===== src/hdl/ffsa_pkg.sv =====
// Shared types, constants and codes of the first-fit segment allocator.
`timescale 1ns / 1ps
package ffsa_pkg;

	localparam int ARENA_UNITS  = 4096;
	localparam int HEADER_UNITS = 2;
	localparam int UNIT_SHIFT   = 4;
	localparam int ADDR_W       = 12;
	localparam int PTR_W        = ADDR_W + 1;
	localparam int LEN_W        = 12;
	localparam int UNITS_W      = 14;
	localparam int SIZE_W       = 17;
	localparam int THR_W        = 7;
	localparam logic [THR_W-1:0] THR_RESET = 7'd6;

	localparam logic [1:0] CMD_ALLOC   = 2'd0;
	localparam logic [1:0] CMD_FREE    = 2'd1;
	localparam logic [1:0] CMD_REALLOC = 2'd2;

	localparam logic [1:0] ST_OK       = 2'd0;
	localparam logic [1:0] ST_NO_SPACE = 2'd1;
	localparam logic [1:0] ST_IGNORED  = 2'd2;

	typedef struct packed {
		logic [1:0]        command;
		logic [ADDR_W-1:0] buffer_offset;
		logic [SIZE_W-1:0] size_bytes;
	} req_t;

	typedef struct packed {
		logic [1:0]       status;
		logic [ADDR_W-1:0] granted_offset;
		logic [LEN_W-1:0]  granted_units;
		logic              moved;
		logic [LEN_W-1:0]  copy_units;
	} rsp_t;

	typedef struct packed {
		logic              valid;
		logic              used;
		logic [LEN_W-1:0]  len;
		logic [ADDR_W-1:0] prev;
	} hdr_t;

	typedef enum logic [4:0] {
		OP_NONE, OP_CLR, OP_TAKE, OP_LK_RD, OP_LK_CHK, OP_F_INIT, OP_F_RD, OP_F_CHK,
		OP_SP_DEC, OP_SP_WS, OP_SP_AFT, OP_G_RD, OP_G_CHK, OP_R_RD, OP_R_CHK,
		OP_R_NRD, OP_R_NCHK, OP_R_PRD, OP_R_PCHK, OP_J_RD, OP_J_CHK, OP_J_WS,
		OP_J_WJ, OP_FIN
	} op_t;

	typedef enum logic [2:0] {
		RES_IGN, RES_FREED, RES_NOSP, RES_INPL, RES_GROW, RES_FIT
	} res_kind_t;

	typedef struct packed {
		op_t       op;
		logic      res_load;
		res_kind_t res_kind;
	} ctl_t;

	typedef struct packed {
		logic       clr_done;
		logic [1:0] cmd;
		logic       hok;
		logic       inplace;
		logic       live;
		logic       nfree;
		logic       fit_ok;
		logic       grow_ok;
		logic       s_zero;
		logic       out_free;
	} sts_t;

endpackage


===== src/hdl/ffsa_ctrl.sv =====
// Controller of the allocator: sequences header reads and writes for each request.
`timescale 1ns / 1ps
module ffsa_ctrl (
	input  logic           clk,
	input  logic           arst_n,
	input  logic           req_valid,
	output logic           req_stall,
	input  ffsa_pkg::sts_t sts,
	output ffsa_pkg::ctl_t ctl
);

	typedef enum logic [24:0] {
		S_CLR    = 25'd1 << 0,
		S_IDLE   = 25'd1 << 1,
		S_LK_RD  = 25'd1 << 2,
		S_LK_CHK = 25'd1 << 3,
		S_DISP   = 25'd1 << 4,
		S_F_INIT = 25'd1 << 5,
		S_F_RD   = 25'd1 << 6,
		S_F_CHK  = 25'd1 << 7,
		S_SP_DEC = 25'd1 << 8,
		S_SP_WS  = 25'd1 << 9,
		S_SP_AFT = 25'd1 << 10,
		S_G_RD   = 25'd1 << 11,
		S_G_CHK  = 25'd1 << 12,
		S_R_RD   = 25'd1 << 13,
		S_R_CHK  = 25'd1 << 14,
		S_R_NRD  = 25'd1 << 15,
		S_R_NCHK = 25'd1 << 16,
		S_R_P    = 25'd1 << 17,
		S_R_PCHK = 25'd1 << 18,
		S_J_RD   = 25'd1 << 19,
		S_J_CHK  = 25'd1 << 20,
		S_J_WS   = 25'd1 << 21,
		S_J_WJ   = 25'd1 << 22,
		S_FIN    = 25'd1 << 23,
		S_SPARE  = 25'd1 << 24
	} state_t;

	typedef enum logic [1:0] {
		JR_GROW, JR_NEXT, JR_PREV
	} jret_t;

	state_t state_q, state_n;
	jret_t  jret_q, jret_n;
	logic   grow_q, grow_n;

	always_comb begin
		state_n      = state_q;
		jret_n       = jret_q;
		grow_n       = grow_q;
		ctl.op       = ffsa_pkg::OP_NONE;
		ctl.res_load = 1'b0;
		ctl.res_kind = ffsa_pkg::RES_IGN;
		case (state_q)
			S_CLR: begin
				ctl.op = ffsa_pkg::OP_CLR;
				if (sts.clr_done) begin
					state_n = S_IDLE;
				end
			end
			S_IDLE: begin
				if (req_valid) begin
					ctl.op  = ffsa_pkg::OP_TAKE;
					state_n = S_LK_RD;
				end
			end
			S_LK_RD: begin
				ctl.op  = ffsa_pkg::OP_LK_RD;
				state_n = S_LK_CHK;
			end
			S_LK_CHK: begin
				ctl.op  = ffsa_pkg::OP_LK_CHK;
				state_n = S_DISP;
			end
			S_DISP: begin
				ctl.res_load = 1'b1;
				state_n      = S_FIN;
				case (sts.cmd)
					ffsa_pkg::CMD_ALLOC: begin
						ctl.res_load = 1'b0;
						grow_n       = 1'b0;
						state_n      = S_F_INIT;
					end
					ffsa_pkg::CMD_FREE: begin
						if (sts.hok) begin
							ctl.res_kind = ffsa_pkg::RES_FREED;
							state_n      = S_R_RD;
						end
					end
					ffsa_pkg::CMD_REALLOC: begin
						if (sts.hok && sts.inplace) begin
							ctl.res_kind = ffsa_pkg::RES_INPL;
						end else if (sts.hok) begin
							ctl.res_load = 1'b0;
							state_n      = S_G_RD;
						end
					end
					default: begin
					end
				endcase
			end
			S_F_INIT: begin
				ctl.op  = ffsa_pkg::OP_F_INIT;
				state_n = S_F_RD;
			end
			S_F_RD: begin
				ctl.op  = ffsa_pkg::OP_F_RD;
				state_n = S_F_CHK;
			end
			S_F_CHK: begin
				ctl.op = ffsa_pkg::OP_F_CHK;
				if (!sts.live) begin
					ctl.res_load = 1'b1;
					ctl.res_kind = ffsa_pkg::RES_NOSP;
					state_n      = S_FIN;
				end else if (sts.fit_ok) begin
					state_n = S_SP_DEC;
				end else begin
					state_n = S_F_RD;
				end
			end
			S_SP_DEC: begin
				ctl.op  = ffsa_pkg::OP_SP_DEC;
				state_n = S_SP_WS;
			end
			S_SP_WS: begin
				ctl.op  = ffsa_pkg::OP_SP_WS;
				state_n = S_SP_AFT;
			end
			S_SP_AFT: begin
				ctl.op       = ffsa_pkg::OP_SP_AFT;
				ctl.res_load = 1'b1;
				ctl.res_kind = grow_q ? ffsa_pkg::RES_GROW : ffsa_pkg::RES_FIT;
				if (!grow_q && sts.cmd == ffsa_pkg::CMD_REALLOC) begin
					state_n = S_R_RD;
				end else begin
					state_n = S_FIN;
				end
			end
			S_G_RD: begin
				ctl.op  = ffsa_pkg::OP_G_RD;
				state_n = S_G_CHK;
			end
			S_G_CHK: begin
				ctl.op = ffsa_pkg::OP_G_CHK;
				if (sts.grow_ok) begin
					jret_n  = JR_GROW;
					state_n = S_J_RD;
				end else begin
					grow_n  = 1'b0;
					state_n = S_F_INIT;
				end
			end
			S_R_RD: begin
				ctl.op  = ffsa_pkg::OP_R_RD;
				state_n = S_R_CHK;
			end
			S_R_CHK: begin
				ctl.op  = ffsa_pkg::OP_R_CHK;
				state_n = S_R_NRD;
			end
			S_R_NRD: begin
				ctl.op  = ffsa_pkg::OP_R_NRD;
				state_n = S_R_NCHK;
			end
			S_R_NCHK: begin
				ctl.op = ffsa_pkg::OP_R_NCHK;
				if (sts.nfree) begin
					jret_n  = JR_NEXT;
					state_n = S_J_RD;
				end else begin
					state_n = S_R_P;
				end
			end
			S_R_P: begin
				if (sts.s_zero) begin
					state_n = S_FIN;
				end else begin
					ctl.op  = ffsa_pkg::OP_R_PRD;
					state_n = S_R_PCHK;
				end
			end
			S_R_PCHK: begin
				if (sts.nfree) begin
					ctl.op  = ffsa_pkg::OP_R_PCHK;
					jret_n  = JR_PREV;
					state_n = S_J_RD;
				end else begin
					state_n = S_FIN;
				end
			end
			S_J_RD: begin
				ctl.op  = ffsa_pkg::OP_J_RD;
				state_n = S_J_CHK;
			end
			S_J_CHK: begin
				ctl.op  = ffsa_pkg::OP_J_CHK;
				state_n = S_J_WS;
			end
			S_J_WS: begin
				ctl.op  = ffsa_pkg::OP_J_WS;
				state_n = S_J_WJ;
			end
			S_J_WJ: begin
				ctl.op = ffsa_pkg::OP_J_WJ;
				case (jret_q)
					JR_GROW: begin
						grow_n  = 1'b1;
						state_n = S_SP_DEC;
					end
					JR_NEXT: state_n = S_R_P;
					default: state_n = S_FIN;
				endcase
			end
			S_FIN: begin
				if (sts.out_free) begin
					ctl.op  = ffsa_pkg::OP_FIN;
					state_n = S_IDLE;
				end
			end
			default: state_n = S_IDLE;
		endcase
	end

	always_ff @(posedge clk or negedge arst_n) begin
		if (!arst_n) begin
			state_q <= S_CLR;
			jret_q  <= JR_GROW;
			grow_q  <= 1'b0;
		end else begin
			state_q <= state_n;
			jret_q  <= jret_n;
			grow_q  <= grow_n;
		end
	end

	assign req_stall = (state_q != S_IDLE);

endmodule


===== config.mk =====
export PLATFORM = sky130hd
export DESIGN_NAME = ffsa_ctrl
export DESIGN_NICKNAME = d
export VERILOG_FILES = /design/src/hdl/ffsa_pkg.sv /design/src/hdl/ffsa_ctrl.sv
export SDC_FILE = /design/constraint.sdc
export NUM_CORES = 1
export LEC_CHECK = 0
export BUFFER_PORTS_ARGS = -buffer_cell sky130_fd_sc_hd__buf_2
export CORE_ASPECT_RATIO = 0.9
export CORE_MARGIN = 8
export CORE_UTILIZATION = 55
export DETAILED_ROUTE_END_ITERATION = 8
export GPL_TIMING_DRIVEN = 1
export PLACE_DENSITY = 0.78
export SYNTH_ARGS = -nofsm -noshare
export SYNTH_HDL_FRONTEND = slang
export SYNTH_SLANG_ARGS = --single-unit

===== constraint.sdc =====
create_clock -name clk -period 4.1 [get_ports clk]
set_input_delay 1.025 -clock clk [delete_from_list [all_inputs] [get_ports clk]]
set_output_delay 1.025 -clock clk [all_outputs]
set_load 0.02 [all_outputs]

* Word-level counts from Yosys, hierarchy flattened
Cells that the tools add are included.
Word-level totals: flip-flop bits (word level) 28, bits of input ports 14, output and inout bits 10, word-level logic and storage cells 88
Operators by class: equal/unequal tests 37, muxes and demuxes 38, reduce and logical (&&, ||, !) cells 10
Operators with widths (number):
- 25-bit one-hot mux with 24 select lines | 1
- 25-bit two-way mux | 5
- 24-bit two-way mux | 5
- 5-bit one-hot mux with 23 select lines | 1
- 25-bit one-hot mux with 3 select lines | 1
- 24-bit one-hot mux with 2 select lines | 1
- 20-bit two-way mux | 2
- 25-bit by 1-bit equality test with 1-bit output, second input constant | 1
- 25-bit by 10-bit equality test with 1-bit output, second input constant | 1
- 25-bit by 11-bit equality test with 1-bit output, second input constant | 1
- 25-bit by 12-bit equality test with 1-bit output, second input constant | 1
- 25-bit by 13-bit equality test with 1-bit output, second input constant | 1
- 25-bit by 14-bit equality test with 1-bit output, second input constant | 1
- 25-bit by 15-bit equality test with 1-bit output, second input constant | 1
- 25-bit by 16-bit equality test with 1-bit output, second input constant | 1
- 25-bit by 17-bit equality test with 1-bit output, second input constant | 1
- 25-bit by 18-bit equality test with 1-bit output, second input constant | 1
- 25-bit by 19-bit equality test with 1-bit output, second input constant | 1
- 25-bit by 2-bit equality test with 1-bit output, second input constant | 1
- 25-bit by 20-bit equality test with 1-bit output, second input constant | 1
- 25-bit by 21-bit equality test with 1-bit output, second input constant | 1
- 25-bit by 22-bit equality test with 1-bit output, second input constant | 1
- 25-bit by 23-bit equality test with 1-bit output, second input constant | 1
- 25-bit by 24-bit equality test with 1-bit output, second input constant | 1
- other kinds (28) | 52

* Logic depth before layout (Yosys ltp)
Gate-level depths: netlist of the first run.
depth after elaboration 4, mapped depth 7, gate-level depth less buffers 7

* Worst setup path before layout of the first run
OpenSTA, ideal clock, no wires.
path kind flip-flop to output port, start point register state_q[6], end point output port ctl[5] (netlist bit), data arrival time 2353 ps, data required time 3075 ps, path slack 722 ps, stages on the path, launching flop included 8, buffers on the path 2, cell sequence dfrtp_1 -> buf_2 -> or4_1 -> clkbuf_1 -> nor4_2 -> nand4_1 -> o2111ai_1 -> or4b_1
RTL lines:
- from (decl) | RTL line ffsa_ctrl.sv:44 | state_t state_q, state_n;
- from (signal assigned) | RTL line ffsa_ctrl.sv:232 | state_q <= state_n;
- to (decl) | RTL line ffsa_ctrl.sv:9 | output ffsa_pkg::ctl_t ctl

==> results of run 1 <==
==> power by group <==
group / switching, W / internal [W]
Sequential: 0.0000217 / 0.000284
Clock: 0.0000882 / 0.0000700
Combinational: 0.000198 / 0.000105
Total: 0.000308 / 0.000459
==> synthesized netlist by cell type (2+ instances only) <==
cell and count:
nor3_1 14, or2_1 2, nand2b_1 2, or4_1 4
nand3_1 4, or4_4 3, a21oi_1 2, nor4_1 12
or3b_2 3, o31ai_1 4, nand2_1 5, o2111ai_1 4
inv_1 16, and4_1 5, nor2b_1 8, and3_1 2
nand3b_1 4, nor3b_1 6, xnor2_1 2, or4b_1 2
and4b_1 2, nor4_2 2, nand4_1 12, o22ai_1 2
ha_1 5, nor2_1 20, clkbuf_1 5, xor2_1 2
o211ai_1 2, o21ai_0 8, dfrtp_1 26, buf_2 3
nand4b_1 2
==> final cells by class <==
type | count | area, sq um
Timing Repair Buffer | 25 | 130
Inverter | 16 | 60.1
Multi-Input combinational cell | 165 | 1140
Sequential cell | 27 | 677
Tap cell | 44 | 55.1
Fill cell | 302 | 1240
Clock buffer | 4 | 45.0
==> kinds of logic after synthesis <==
logic type      count (synthesis)  synth area share, %
compound gates                 37                 14.0
xor+xnor                        4                 1.82
fa+ha+maj                       5                 3.25
simple gates                  119                 40.2
buf+inv                        25                 5.46
flops                          27                 35.2
==> worst register-to-register path, cell delays in order (launching register included) <==
cell and delay (ns):
dfrtp_1 0.43, or4_1 0.69, nor4_4 0.52, nand4_2 0.30, or2_1 0.33, o2bb2ai_1 0.18
==> stage by stage <==
| step | instances | hold slack, ns | cell area [sq um] | worst slack, ns |
|---|---|---|---|---|
| 2_1_floorplan | 217 | 0.479 | 1920 | 0.722 |
| 3_3_place_gp | 277 | 0.506 | 2060 | 0.528 |
| 3_5_place_dp | 277 | 0.506 | 2060 | 0.539 |
| 4_1_cts | 281 | 0.519 | 2110 | 0.216 |
| 5_1_grt | 281 | 0.555 | 2110 | 0.0484 |
| 6_report | 281 | 0.519 | 2110 | 0.203 |
==> registers in the layout (all words and copies together), names as in the netlist <==
signal and cells:
state_q 24, jret_q 2, grow_q 1
==> placed cells by master (no fill, tap or decap), types with 3 or more instances in the layout <==
| master | synthesis | routed |
|---|---|---|
| ha_1 | 5 | 5 |
| nand3_1 | 4 | 4 |
| o31ai_1 | 4 | 4 |
| inv_1 | 16 | 16 |
| nor4_1 | 12 | 12 |
| or4_1 | 4 | 4 |
| buf_2 | 3 | 23 |
| nor2_1 | 20 | 20 |
| o2111ai_1 | 4 | 4 |
| nand4_1 | 12 | 12 |
| clkbuf_8 | 0 | 3 |
| nor3b_1 | 6 | 6 |
| nor3_1 | 14 | 14 |
| and4_1 | 5 | 5 |
| nand2_1 | 5 | 5 |
| nor2b_1 | 8 | 8 |
| o21ai_0 | 8 | 8 |
| or3b_2 | 3 | 3 |
| nand3b_1 | 4 | 4 |
| or4_4 | 3 | 3 |
| dfrtp_1 | 26 | 26 |
==> final timing paths <==
| kind | start | depth (start not counted) | endpoint |
|---|---|---|---|
| setup reg to reg | state_q[3] | 5 | state_q[13] |
| hold / removal | jret_q[1] | 1 | grow_q |
| hold reg to reg | jret_q[1] | 1 | grow_q |
| max in group asynchronous | arst_n | 1 | state_q[22] |
| min in group asynchronous | arst_n | 1 | state_q[13] |
| setup / recovery | state_q[3] | 6 | ctl[0] |
==> routing by layer <==
metal / up-vias / global-route usage [%] / routed length (um)
met4: 0 / 5.13 / 64
met5: - / 0 / 0
li1: 884 / - / -
met3: 7 / 4.69 / 577
met2: 130 / 27.9 / 2320
met1: 870 / 27.2 / 2370
==> results.md, run 1 <==
* Status: finished clean
* Worst path max stage delay at 0.69 ns
* Setup tns final at 0 ns
* Worst VDD drop at 0.000231 V
* Final Hold Fails at 0
* Detail-routed net length per standard cell at 19.0 um
* Fin util at 62.9%
* Clock Tree Buf Depth at 2
* Core area at 3350 sq um
* Die width at 78.4 um
* DPL Wire Length at 4050 um
* Power Density at 364 nW/um^2
* Ys async rst share at 100%
* Largest net degree at the start of global routing at 28
* CTS clk-pin slew, worst paths at 0.10 ns
* Drt first pass iters at 5
* Synth top area share at 33.8%
* Total global routing overflow at 0
* Final GP Congestion at 0.960
* Final setup vio count at 0
* Post-CTS setup buffer count at 0
* Initial antenna violation count at 0
* Post-synth top area cell: dfrtp_1
* # resized after CTS at 0
* CP Max Fanout at 7
* CP max-delay cell: or4_1
* CTS hold repair buffers at 0
* R2R setup slack at 1.58 ns
* Top cells by area, synth: dfrtp_1, nand4_1, nor2_1
* Buf+Inv Stages, Crit Path at 1
* Clock root buffer: clkbuf_8
* Synthesized cell area at 1920 sq um
* DRC at 0
* Mean Syn Cell Area at 8.87 sq um
* I/O Pins at 24
* # rows at 20
* CP Cell Sequence: or4_1 -> nor4_4 -> nand4_2 -> or2_1 -> o22ai_1 -> buf_2
* Clk_lat worst skew at 0.28 ns
* Final min period at 3.90 ns
* Vias per cell at 6.73
* CP arrival at 2.87 ns
* Layout cells sized above 1 at 17.3%
* Post-Syn Nets at 236
* Vias in the first global route at 1631
* Routed wire length at 5330 um
* RSZ-0062 raised after global routing: false
* Number of max-cap violations at 0
* Worst Path Required at 3.07 ns
* Slew headroom at 56.0%
* CTS tree: built
* TritonCTS buffer count at 3
* Register bit total from synthesis at 27
* Worst Setup Start Kind: flip-flop
* Max Clock Skew at 0.00379 ns
* Total global-route track usage at 19.1%
* Initial Util at 57.4%
* Antenna-violating nets left at 0
* Height of the die at 72.1 um
* Leakage at 0.981 nW
* Top delay family on crit path: simple AND/OR/NAND/NOR gates
* Post-Synthesis Cells at 217
* Dominant synthesized flop cell: dfrtp_1
* Layout area overhead at 9.62%
* Ant diodes at 0
* Path type of the worst min-delay path: reg -> reg
* Post-synthesis cell type count at 55
* Iteration-0 DRC count of the detailed router at 256
* Final Cycle Share at 95.0%
* Port Buffers at 23
* Slew Viols, Final at 0
* Htree depth at 1
* Clock sink count at 27
* Post-synthesis sequential area ratio at 35.2%
* First-pass GRT wire length at 8670 um
* Power Total at 0.000767 W
* Die area at 5650 sq um
* Final nets at 257
* Yosys warnings at 0
* WS Path Type: reg -> out
* Post-synth EDFFs at 0
* CP Capture Type: output port
* Least-Margin Pin Slew at 0.654 ns
* Vias at 1891
* Fmax achieved at 257 MHz
(Power assumes the default switching activity.)
==> inputs of run 2 (changes only) <==
--- a/config.mk
+++ b/config.mk
@@ -12,6 +12,7 @@
 export DETAILED_ROUTE_END_ITERATION = 8
 export GPL_TIMING_DRIVEN = 1
 export PLACE_DENSITY = 0.78
+export RECOVER_POWER = 25
 export SYNTH_ARGS = -nofsm -noshare
 export SYNTH_HDL_FRONTEND = slang
 export SYNTH_SLANG_ARGS = --single-unit
==> constraint.sdc (replaced) <==
create_clock -name clk -period 3.8 [get_ports clk]
set_input_delay 0.95 -clock clk [delete_from_list [all_inputs] [get_ports clk]]
set_output_delay 0.95 -clock clk [all_outputs]
set_load 0.02 [all_outputs]
==> run 2 against run 1 <==
Effect of this change: the flow now finishes with violations (capacitance limit); wire length rose by 2.7%; clock power grew 6%; largest power group is now combinational cells; design area rose by 4.0%.
==> results.md, run 2 (same netlist as run 1, synthesis figures left out) <==
* Slew headroom at 0.782%
* Core area at 3350 sq um
* I/O Pins at 24
* Status: complete, but fails checks
* Total global routing overflow at 0
* Max FFs per register at 24
* Final min period at 3.71 ns
* Leakage at 1.02 nW
* DRC at 0
* Metal2 WL at 2430 um
* RSZ-0062 raised after global routing: false
* First-pass GRT wire length at 9050 um
* CP Max Fanout at 8
* Final Hold Fails at 0
* CP arrival at 2.76 ns
* Layout cells sized above 1 at 21.9%
* Vias per cell at 6.55
* Vias at 1873
* Final nets at 262
* Register area at 678 sq um
* Final setup vio count at 0
* Routed wire length at 5470 um
* WS Path Type: reg -> out
* Max Used Layer: met4
* Slew Viols, Final at 0
* CTS clk-pin slew, worst paths at 0.10 ns
* Clock Tree Buf Depth at 2
* Top reg by flops: state_q
* Clock root buffer: clkbuf_8
* Layout area overhead at 14.0%
* Top delay family on crit path: simple AND/OR/NAND/NOR gates
* DPL Wire Length at 4100 um
* Initial Util at 57.4%
* Height of the die at 72.1 um
* Detail-routed net length per standard cell at 19.1 um
* TritonCTS buffer count at 3
* Worst VDD drop at 0.000220 V
* Initial antenna violation count at 0
* Worst Path Required at 2.85 ns
* Vias in the first global route at 1750
* Die area at 5650 sq um
* Power Density at 390 nW/um^2
* Multi-input logic area at 1190 sq um
* Clk_lat worst skew at 0.28 ns
* FILL cells at 290
* Final Cycle Share at 97.5%
* Met3 routed WL at 404 um
* # rows at 20
* Least-Margin Pin Slew at 1.49 ns
* Buf+Inv Stages, Crit Path at 2
* Commonest non-fill, non-tap cell in the layout: dfrtp_1
* Worst Setup Start Kind: flip-flop
* CTS tree: built
* CP Cell Sequence: nor4_1 -> buf_4 -> and4_1 -> and4b_1 -> nor4_1 -> or4b_1 -> buf_2
* Most frequent cells in the layout: dfrtp_1, buf_2, nor2_1, inv_1, nor3_1
* Most frequent CP cell: nor4_1
* Fmax achieved at 270 MHz
* Path type of the worst min-delay path: reg -> reg
* Max Clock Skew at 0.0104 ns
* Total global-route track usage at 20.0%
* Largest net degree at the start of global routing at 28
* Largest registers: state_q: 24 flops, jret_q: 2 flops, grow_q: 1 flops
* Clock sink count at 27
* Ant diodes at 0
* Failing checks: capacitance limit
* Fin util at 65.4%
* Antenna-violating nets left at 0
* CP max-delay cell: nor4_1
* Htree depth at 1
* Cell Count, Final, Fillers Out at 286
* CP Capture Type: output port
* Number of max-cap violations at 1
* Port Buffers at 23
* Dpl cells at 281
* Die width at 78.4 um
* Drt first pass iters at 5
* Worst path max stage delay at 0.59 ns
* Iteration-0 DRC count of the detailed router at 154
* Final GP Congestion at 0.940
* Metal-1 WL at 2560 um
* Setup tns final at 0 ns
## run 2: changes by cell type in the layout (fill, tap and decap cells not counted), sizes merged
cell	previous run	this run
buf	25	29
clkinv	0	1
## run 2: path summary, 6_finish.rpt
check	startpoint	end	cells after the start	slack (ns)
max	state_q[16]	ctl[5]	7	0.09
min	jret_q[1]	grow_q	1	0.53
max reg2reg	state_q[23]	state_q[1]	5	1.39
min reg2reg	jret_q[1]	grow_q	1	0.53
max in group asynchronous	arst_n	state_q[17]	1	1.81
min in group asynchronous	arst_n	state_q[7]	1	1.01
## run 2: per-layer routing
layer	vias up	track usage, %
met5	-	0
met1	887	28.5
met2	88	30.0
met3	8	3.70
li1	890	-
met4	0	5.54
## run 2: where the power goes
part	leakage [nW]	internal [W]	switching, W
clock network	0.0255	0.0000737	0.0000946
registers	0.358	0.000307	0.0000229
logic	0.632	0.000135	0.000222
total	1.02	0.000516	0.000340
## run 2: area by class of cell
class	instances	share of cell area [%]
inverter	16	2.74
clock inverter	1	0.228
timing repair buffer	30	7.59
sequential	27	30.9
multi-input combinational	165	54.1
tap	44	2.51
clock buffer	3	1.88
## run 2: repair_timing
item,4_1_cts,5_1_grt
resized for setup,0,10
hold buffers,0,0
cloned,0,0
buffers inserted,1,0
endpoints found under the setup margin,3,5
pin swaps,1,0
## run 2: stage by stage
step                      area, sq um  power (W)  hold slack, ns  setup WS [ns]
after floorplan                  1920   0.000555           0.479          0.497
after global placement           2090   0.000650           0.515          0.297
after detailed placement         2090   0.000652           0.520          0.264
after CTS                        2150   0.000828           0.532         0.0899
after global routing             2190   0.000907           0.558        0.00924
final                            2190   0.000855           0.535         0.0942
==> inputs of run 3 (changes only) <==
--- a/config.mk
+++ b/config.mk
@@ -7,7 +7,6 @@
 export LEC_CHECK = 0
 export BUFFER_PORTS_ARGS = -buffer_cell sky130_fd_sc_hd__buf_2
 export CORE_ASPECT_RATIO = 0.9
-export CORE_MARGIN = 8
 export CORE_UTILIZATION = 55
 export DETAILED_ROUTE_END_ITERATION = 8
 export GPL_TIMING_DRIVEN = 1
==> run 3 against run 2 <==
Effect of this change: the flow now finishes without violations; largest power group unchanged; sequential share of layout area decreased by 0.11 points; combinational power is 2% lower; cell count increased by 0.35%; highest routed layer unchanged; count of clock-buffer cells in the layout is the same; total power is 0.53% lower; global-route usage up 12 points; non-clock buffer count up 3; first-iteration DRC count up 76%; design area rose by 0.34%; register-to-register slack got worse by 0.03 ns; clock power up 2%.
==> results.md, run 3 (same netlist as run 1, synthesis figures left out) <==
* Status: finished clean
* Die width at 64.4 um
* Top reg by flops: state_q
* CP Max Fanout at 6
* CTS clk-pin slew, worst paths at 0.10 ns
* Design area at 2200 sq um
* Final nets at 265
* Largest registers: state_q: 24 flops, jret_q: 2 flops, grow_q: 1 flops
* Worst Path Required at 2.85 ns
* Clock Tree Buf Depth at 2
* Placed Area at 2110 sq um
* Path type of the worst min-delay path: reg -> reg
* Clk_lat worst skew at 0.29 ns
* Setup tns final at 0 ns
* Final GP Congestion at 0.955
* Total global-route track usage at 31.5%
* GRT busiest layer: met2
* Met1 Resource Use GR at 46.6%
* Worst Setup Start Kind: flip-flop
* Reg2Reg Depth at 5
* Antenna-violating nets left at 0
* Vias at 1945
* Fmax achieved at 270 MHz
* Number of max-cap violations at 0
* Largest net degree at the start of global routing at 28
* Commonest non-fill, non-tap cell in the layout: dfrtp_1
* Most frequent cells in the layout: dfrtp_1, buf_2, nor2_1, inv_1, nor3_1
* CP Capture Type: output port
* First-pass GRT wire length at 8800 um
* Routed wire length at 5390 um
* Clock root buffer: clkbuf_8
* R2R setup slack at 1.36 ns
* Htree depth at 1
* Detail-routed net length per standard cell at 18.8 um
* Reg2reg end: state_q[23]
* Initial Util at 60.4%
* Port Buffers at 23
* Vias in the first global route at 1761
* RSZ-0062 raised after global routing: false
* Hold EP: state_q[8]
* CP arrival at 2.75 ns
* CTS tree: built
* Drt first pass iters at 5
* Clock sink count at 27
* Slew Viols, Final at 0
* Slew headroom at 4.30%
* WS Path Type: reg -> out
* Power Density at 387 nW/um^2
* Hold Slack at 0.525 ns
* I/O Pins at 24
* Core area at 3190 sq um
* Worst VDD drop at 0.000263 V
* DPL Wire Length at 4220 um
* Reg2reg start: state_q[4]
* Final Cycle Share at 97.4%
* Max FFs per register at 24
* TritonCTS buffer count at 3
* Global routing usage on met3 at 6.69%
* Hold Startpoint: jret_q[1]
* Initial antenna violation count at 0
* Hold depth at 1
* Final min period at 3.70 ns
* Ant diodes at 0
* Layout area overhead at 14.4%
* CP startpoint: state_q[0]
* M2 GR Usage at 47.8%
* Die area at 3740 sq um
* Total global routing overflow at 0
* CTS hold repair buffers at 0
* Iteration-0 DRC count of the detailed router at 271
* Final Hold Fails at 0
* Layout cells sized above 1 at 21.2%
* Final setup vio count at 0
* Height of the die at 58.1 um
* Max Clock Skew at 0.00827 ns
* Leakage at 1.03 nW
* Power Total at 0.000851 W
* # rows at 19
* Least-Margin Pin Slew at 1.44 ns
* DRC at 0
* Vias per cell at 6.78
==> run 3: worst max-delay path by stage <==
stage / slack [ns] / end / cells after the start
global placement: 0.35 / ctl[0] / 6
floorplan: 0.50 / ctl[5] / 7
global route: 0.004 / ctl[0] / 8
finish: 0.1 / ctl[5] / 6
detailed placement: 0.33 / ctl[0] / 6
CTS: 0.003 / ctl[0] / 6
==> run 3: per-layer routing <==
metal  share of wire (%)  vias to the layer above  routed length [um]
li1                    -                      896                   -
met3                 9.5                        5                 514
met5                   0                        -                   0
met1                  45                      931                2440
met2                  45                      113                2410
met4                0.45                        0                  24
==> run 3: worst max-delay path, stage by stage, from the launching register on <==
cell and delay (ns):
dfstp_2 0.59, or4_1 0.30, nor2_1 0.14, and4b_1 0.22
nor4_1 0.51, or4b_1 0.52, buf_2 0.19
==> run 3: power by group <==
| group | switching (W) | internal (W) | total, W |
|---|---|---|---|
| combinational | 0.000223 | 0.000128 | 0.000351 |
| clock | 0.0000980 | 0.0000739 | 0.000172 |
| sequential | 0.0000214 | 0.000307 | 0.000328 |
| total | 0.000342 | 0.000509 | 0.000851 |
==> run 3: final cells by class <==
class,count,area (sq um)
fill,280,985
clock inverter,1,5.00
multi-input combinational,165,1170
tap,42,52.6
timing repair buffer,33,193
clock buffer,3,41.3
inverter,16,60.1
sequential,27,678
==> run 3: timing repair <==
action	in CTS	in global routing
setup endpoints to repair	0	5
buffers inserted	0	1
resized for setup	0	7
==> run 3: per-stage QoR <==
stage / instances / worst slack (ns) / utilization (%)
after detailed placement: 282 / 0.335 / 66.4
after global routing: 287 / 0.00400 / 69.1
after floorplan: 217 / 0.497 / -
after global placement: 282 / 0.350 / 66.4
final: 287 / 0.0996 / 69.1
after CTS: 286 / 0.00282 / 67.8
